File: src/hdl/hrhs_pkg.sv
// ----------------------------------------------------------------------------
// hrhs_pkg
// Types, codes and reset constants for the hello retry handshake sender.
// ----------------------------------------------------------------------------
`default_nettype none

package hrhs_pkg;

    localparam int unsigned CFG_DATA_W = 16;
    localparam int unsigned CFG_IDX_W  = 1;

    localparam logic [7:0]  MAX_ATTEMPTS_RST  = 8'd3;
    localparam logic [15:0] TIMEOUT_TICKS_RST = 16'd20;
    localparam logic [7:0]  ATTEMPT_MAX       = 8'hff;
    localparam logic [15:0] TICK_MAX          = 16'hffff;

    typedef enum logic [CFG_IDX_W-1:0] {
        CFG_MAX_ATTEMPTS  = 1'b0,
        CFG_TIMEOUT_TICKS = 1'b1
    } cfg_idx_t;

    typedef enum logic [2:0] {
        KIND_CONNECT      = 3'd0,
        KIND_CONNECT_POLL = 3'd1,
        KIND_POLL         = 3'd2,
        KIND_HELLO_SENT   = 3'd3,
        KIND_ACK          = 3'd4,
        KIND_TICK         = 3'd5
    } kind_t;

    typedef enum logic [1:0] {
        ACT_NONE = 2'd0,
        ACT_SEND = 2'd1,
        ACT_DONE = 2'd2,
        ACT_FAIL = 2'd3
    } action_t;

    typedef struct packed {
        logic [2:0]  kind;
        logic [31:0] generation;
    } in_t;

    typedef struct packed {
        logic [1:0]  action;
        logic        ack_accepted;
        logic        is_running;
        logic        is_waiting;
        logic [31:0] current_generation;
    } out_t;

    typedef struct packed {
        logic        running;
        logic        hello_due;
        logic        waiting;
        logic        armed;
        logic        received;
        logic [7:0]  attempt_count;
        logic [15:0] tick_count;
        logic [31:0] generation;
    } state_t;

    typedef struct packed {
        logic [7:0]  max_attempts;
        logic [15:0] timeout_ticks;
    } cfg_t;

endpackage

`default_nettype wire

File: src/hdl/hrhs_step.sv
// ----------------------------------------------------------------------------
// hrhs_step
// Next state and result for one event, applied to the current state.
// ----------------------------------------------------------------------------
`default_nettype none

module hrhs_step
    import hrhs_pkg::*;
(
    input  var state_t st,
    input  var cfg_t   cfg,
    input  var in_t    item,
    output var state_t st_next,
    output var out_t   result
);

    state_t     conn;
    state_t     base;
    logic [1:0] action;
    logic       accepted;
    logic [15:0] tick_inc;

    always_comb begin
        conn              = st;
        conn.generation   = item.generation;
        conn.attempt_count = '0;
        conn.tick_count   = '0;
        conn.running      = 1'b1;
        conn.hello_due    = 1'b1;
        conn.waiting      = 1'b0;
        conn.armed        = 1'b0;
        conn.received     = 1'b0;
    end

    assign tick_inc = (st.tick_count != TICK_MAX) ? st.tick_count + 16'd1 : st.tick_count;

    always_comb begin
        base     = st;
        action   = ACT_NONE;
        accepted = 1'b0;
        case (item.kind)
            KIND_CONNECT: begin
                base = conn;
            end
            KIND_CONNECT_POLL: begin
                base              = conn;
                base.hello_due    = 1'b0;
                action            = ACT_SEND;
            end
            KIND_POLL: begin
                if (st.running && st.hello_due) begin
                    base.hello_due    = 1'b0;
                    action            = ACT_SEND;
                end
            end
            KIND_HELLO_SENT: begin
                if (st.running && !st.waiting) begin
                    base.waiting    = 1'b1;
                    base.armed      = 1'b1;
                    base.received   = 1'b0;
                    base.tick_count = '0;
                    if (st.attempt_count != ATTEMPT_MAX) begin
                        base.attempt_count = st.attempt_count + 8'd1;
                    end
                end
            end
            KIND_ACK: begin
                if (st.running && st.waiting && st.armed) begin
                    base.received = 1'b1;
                    accepted      = 1'b1;
                end
            end
            KIND_TICK: begin
                if (st.running && st.waiting) begin
                    if (st.received) begin
                        base.waiting      = 1'b0;
                        base.armed        = 1'b0;
                        base.received     = 1'b0;
                        base.running      = 1'b0;
                        base.hello_due    = 1'b0;
                        action            = ACT_DONE;
                    end else if (tick_inc < cfg.timeout_ticks) begin
                        base.tick_count = tick_inc;
                    end else begin
                        base.waiting      = 1'b0;
                        base.armed        = 1'b0;
                        base.received     = 1'b0;
                        base.hello_due    = 1'b1;
                        base.tick_count   = '0;
                        if (st.attempt_count >= cfg.max_attempts) begin
                            base.attempt_count = '0;
                            action             = ACT_FAIL;
                        end else begin
                            action = ACT_SEND;
                        end
                    end
                end
            end
            default: begin
                base = st;
            end
        endcase
    end

    assign st_next = base;

    always_comb begin
        result.action             = action;
        result.ack_accepted       = accepted;
        result.is_running         = base.running;
        result.is_waiting         = base.waiting;
        result.current_generation = base.generation;
    end

endmodule

`default_nettype wire

File: src/hdl/hello_retry_handshake_fsm.sv
// each accepted event's result is registered in the output register
// throughput: one event per cycle unless m_ready stalls; state update and result are
// a single combinational pass between the state registers and the output register
// reset: synchronous active-low aresetn clears all flags, counters, generation
// and the output valid, and loads max_attempts 3 and timeout_ticks 20
// ----------------------------------------------------------------------------
// hello_retry_handshake_fsm
// Hello handshake sender with acknowledgement timeout and bounded retries.
// ----------------------------------------------------------------------------
`default_nettype none

module hello_retry_handshake_fsm
    import hrhs_pkg::*;
(
    input  var logic                  aclk,
    input  var logic                  aresetn,
    input  var logic                  cfg_we,
    input  var logic [CFG_IDX_W-1:0]  cfg_index,
    input  var logic [CFG_DATA_W-1:0] cfg_wdata,
    input  var logic                  s_valid,
    output var logic                  s_ready,
    input  var in_t                   s_data,
    output var logic                  m_valid,
    input  var logic                  m_ready,
    output var out_t                  m_data
);

    cfg_t   cfg_reg;
    state_t state_reg;
    state_t state_next;
    out_t   result;
    out_t   out_reg;
    logic   m_valid_reg;
    logic   accept;

    assign s_ready = !m_valid_reg || m_ready;
    assign accept  = s_valid && s_ready;
    assign m_valid = m_valid_reg;
    assign m_data  = out_reg;

    hrhs_step u_step (
        .st      (state_reg),
        .cfg     (cfg_reg),
        .item    (s_data),
        .st_next (state_next),
        .result  (result)
    );

    always_ff @(posedge aclk) begin
        if (!aresetn) begin
            cfg_reg.max_attempts  <= MAX_ATTEMPTS_RST;
            cfg_reg.timeout_ticks <= TIMEOUT_TICKS_RST;
        end else if (cfg_we) begin
            case (cfg_index)
                CFG_MAX_ATTEMPTS:  cfg_reg.max_attempts  <= cfg_wdata[7:0];
                CFG_TIMEOUT_TICKS: cfg_reg.timeout_ticks <= cfg_wdata[15:0];
                default:           cfg_reg <= cfg_reg;
            endcase
        end
    end

    always_ff @(posedge aclk) begin
        if (!aresetn) begin
            state_reg   <= '0;
            m_valid_reg <= 1'b0;
        end else begin
            if (accept) begin
                state_reg <= state_next;
            end
            if (s_ready) begin
                m_valid_reg <= s_valid;
            end
        end
    end

    always_ff @(posedge aclk) begin
        if (accept) begin
            out_reg <= result;
        end
    end

endmodule

`default_nettype wire

File: config.mk
export PLATFORM = sky130hd
export DESIGN_NAME = hello_retry_handshake_fsm
export DESIGN_NICKNAME = d
export VERILOG_FILES = /design/src/hdl/hrhs_pkg.sv /design/src/hdl/hrhs_step.sv /design/src/hdl/hello_retry_handshake_fsm.sv
export SDC_FILE = /design/constraint.sdc
export NUM_CORES = 1
export LEC_CHECK = 0
export ABC_CLOCK_PERIOD_IN_PS = 4700
export BUFFER_PORTS_ARGS = -buffer_cell sky130_fd_sc_hd__buf_2
export CORE_ASPECT_RATIO = 0.6
export CORE_MARGIN = 2
export CORE_UTILIZATION = 50
export DETAILED_ROUTE_END_ITERATION = 8
export PLACE_DENSITY = 0.79
export SYNTH_ARGS = -nofsm -noshare
export SYNTH_HDL_FRONTEND = slang
export SYNTH_HIERARCHICAL = 1
export SYNTH_SLANG_ARGS = --single-unit
File: constraint.sdc
create_clock -name aclk -period 4.7 [get_ports aclk]
set_input_delay 1.175 -clock aclk [delete_from_list [all_inputs] [get_ports aclk]]
set_output_delay 1.175 -clock aclk [all_outputs]
set_load 0.01 [all_outputs]
==> results.py <==
metrics = {
    "timing": {
        "fmax_mhz": 234,
        "fin_ws_ps": 432,
        "drv_slew": 0,
        "post-route-period-util_pct": 90.8,
        "tightest_slew_ps": 1010,
        "setup_tns_ps": 0,
        "max_slew_margin_pct": 32.5,
        "setup_viol": 0,
        "finalHoldViolCount": 0,
        "fin_skew_ps": 12.7,
        "period_needed_ps": 4270,
        "rsz0062_at_grt": "false",
    },
    "synthesis": {
        "yosysSeqAreaShare_pct": 40.6,
        "syn-instance-count": 756,
        "syn-cell-area_um2": 6970,
        "syn-num-nets": 838,
        "yosysWarnings": 6,
        "ys_ff_latch": 123,
        "synthDistinctLibCells": 53,
        "async_reset_ff_share_pct": 0,
        "ys.flop_type": "dfxtp_1",
        "avgSynthCellArea_um2": 9.22,
        "synth-edff-count": 37,
    },
    "cells_and_area": {
        "syn_to_final_growth_pct": 10.8,
        "drive_above_1_share_pct": 21.7,
        "n_antenna_cell": 0,
        "final_area_um2": 7720,
        "fin_nets": 880,
        "largest_reg_flops": 61,
    },
    "routing": {
        "avgRoutedWirePerCell_um": 14.4,
        "remaining_drc_errors": 0,
        "drt_iter0_drc": 316,
        "ant_nets": 0,
        "drt-pass1-iter-count": 5,
        "postRouteWirelength_mm": 14.2,
        "num_vias": 5329,
        "vias_per_cell": 5.40,
    },
    "critical_path": {
        "critPathSlowestCell": "o2111a_2",
        "path_max_fanout": 30,
        "crit_path_start_kind": "register",
        "path_cells": "and3_1, and3_1, a41oi_1, nand3_1, xnor2_1, ha_1, a211oi_1, nor2_1, o311ai_0, o2111a_2, o41ai_4, a211oi_1, nand2_1, mux2i_1",
        "required_ps": 5040,
        "path_delay_family": "compound AO/OA/AOI/OAI gates",
        "crit_path_max_incr_delay_ps": 700,
        "worstSetupPathType": "register to register",
        "crit_buf_inv": 0,
        "end_kind": "register",
        "arrival_ps": 4600,
    },
    "floorplan": {
        "initial_utilization_pct": 51.1,
        "die_area_um2": 14900,
        "die_y_um": 95.5,
        "die_x_um": 156,
        "fp-row-count": 33,
        "ios": 96,
        "core_area_um2": 13600,
    },
    "cts": {
        "cts_buffer_depth": 2,
        "tritoncts": "yes",
        "cts-root-buf": "clkbuf_16",
        "cts_buffers": 17,
        "cts_sinks": 123,
        "holdBufCountCts": 0,
        "ctsResizeCount": 0,
        "cts_setup_buffers": 0,
        "clk_pin_slew_ps": 60,
        "insertion_delay_ps": 410,
        "cts_max_level": 4,
    },
    "grt": {
        "grt_use_total_pct": 19.6,
        "first_global_vias": 4740,
        "grt_overflow_total": 0,
        "grt_pass1_wl_mm": 23.3,
        "antenna_found_initial": 0,
        "grt_max_degree": 85,
    },
    "place": {
        "port-buffer-count": 95,
        "routabilityCongestion": 0.889,
        "dp_hpwl_mm": 9.72,
        "place_area_um2": 7150,
        "pre_cts_ws_ps": 629,
    },
    "hold_path": {
        "min_path_type": "register to register",
    },
    "pwr": {
        "power_leakage_nw": 3.22,
        "powerDensity_nw_per_um2": 343,
        "vdd_ir_drop_max_v": 0.000245,
    },
    "outcome": {
        "status": "completed",
    },
    "run": {
        "drv_cap": 0,
    },
}
## tightest hold or removal path: stages, from the launching register on
cell     delay, ps
dfxtp_1        300
nand2_1         50
mux2i_1         50
## metal layers
layer | routed length [um] | vias to the layer above | track usage, % | part of all wire (%)
met1 | 7260 | 2513 | 28.8 | 51
met3 | 846 | 10 | 5.23 | 5.9
met5 | 0 | - | 0 | 0
met4 | 93 | 0 | 6.12 | 0.65
li1 | - | 2659 | - | -
met2 | 6030 | 147 | 27.9 | 42
## layout by cell type, fill, tap and decap left out, types with 6 or more instances in the layout
master / count
buf_4: 7
mux2i_1: 65
a31oi_1: 15
ha_1: 25
a21oi_1: 14
a32o_1: 6
edfxtp_1: 37
nand3_1: 20
clkbuf_16: 17
nor3_1: 6
nand2_1: 192
dfxtp_1: 86
xor2_1: 7
nor2b_1: 6
buf_2: 94
nor2_1: 26
inv_1: 28
xnor2_1: 10
nand3b_1: 8
mux2_2: 33
and3_1: 10
a21boi_0: 21
o21ai_0: 12
## Yosys cell counts (7+ instances only)
cell	instances	area, um2
nand2_1	192	721
dfxtp_1	86	1720
mux2i_1	65	651
edfxtp_1	37	1110
buf_4	36	270
mux2_2	33	372
inv_1	28	105
nor2_1	27	101
clkbuf_1	26	97.6
ha_1	25	313
a21boi_0	21	158
nand3_1	20	100
a31oi_1	15	93.8
a21oi_1	14	70.1
o21ai_0	12	60.1
and3_1	10	62.6
xnor2_1	10	87.6
nand3b_1	8	60.1
buf_12	7	140
xor2_1	7	61.3
## metrics by stage
stage / std cells / power [mW] / util (%) / hold slack, ps
finish: 986 / 2.65 / 56.7 / 454
CTS: 986 / 2.68 / 56.7 / 458
global route: 986 / 2.75 / 56.7 / 471
global placement: 954 / 1.41 / 52.5 / 442
floorplan: 756 / 1.38 / - / 431
detailed placement: 954 / 1.42 / 52.5 / 446
## path summary, 6_finish.rpt
| path | endpoint | cells after the start | from | slack [ps] |
|---|---|---|---|---|
| worst max-delay path | state_reg[50]$_SDFFE_PN0P_ | 14 | state_reg[35]$_SDFFE_PN0P_ | 430 |
| worst min-delay path | state_reg[16]$_SDFFE_PN0P_ | 2 | state_reg[16]$_SDFFE_PN0P_ | 450 |
| worst max register to register | state_reg[50]$_SDFFE_PN0P_ | 14 | state_reg[35]$_SDFFE_PN0P_ | 430 |
| worst min register to register | state_reg[16]$_SDFFE_PN0P_ | 2 | state_reg[16]$_SDFFE_PN0P_ | 450 |
## final cells by class
cell class | instances | area [um2]
Multi-Input combinational cell | 527 | 3470
Inverter | 28 | 105
Fill cell | 1193 | 5900
Clock inverter | 14 | 139
Timing Repair Buffer | 101 | 523
Sequential cell | 123 | 2830
Tap cell | 175 | 219
Clock buffer | 18 | 429
## where the power goes
group          internal (mW)  total (mW)  switching [mW]
Sequential              1.14        1.16          0.0172
Combinational         0.0977       0.234           0.136
Clock                  0.738        1.25           0.514
## cell families (layout without fill, tap and decap cells)
logic type	after synthesis	in the layout	synth area share [%]
adders and majority gates	25	25	4.49
AOI/OAI and AO/OA	90	90	9.28
muxes	98	98	14.7
and+or+nand+nor	297	297	19.2
DFF	123	123	40.6
xor gates and xnor gates	17	17	2.14
buffers and inverters	106	161	9.60
Note: power is estimated with default switching activity, not from simulation.
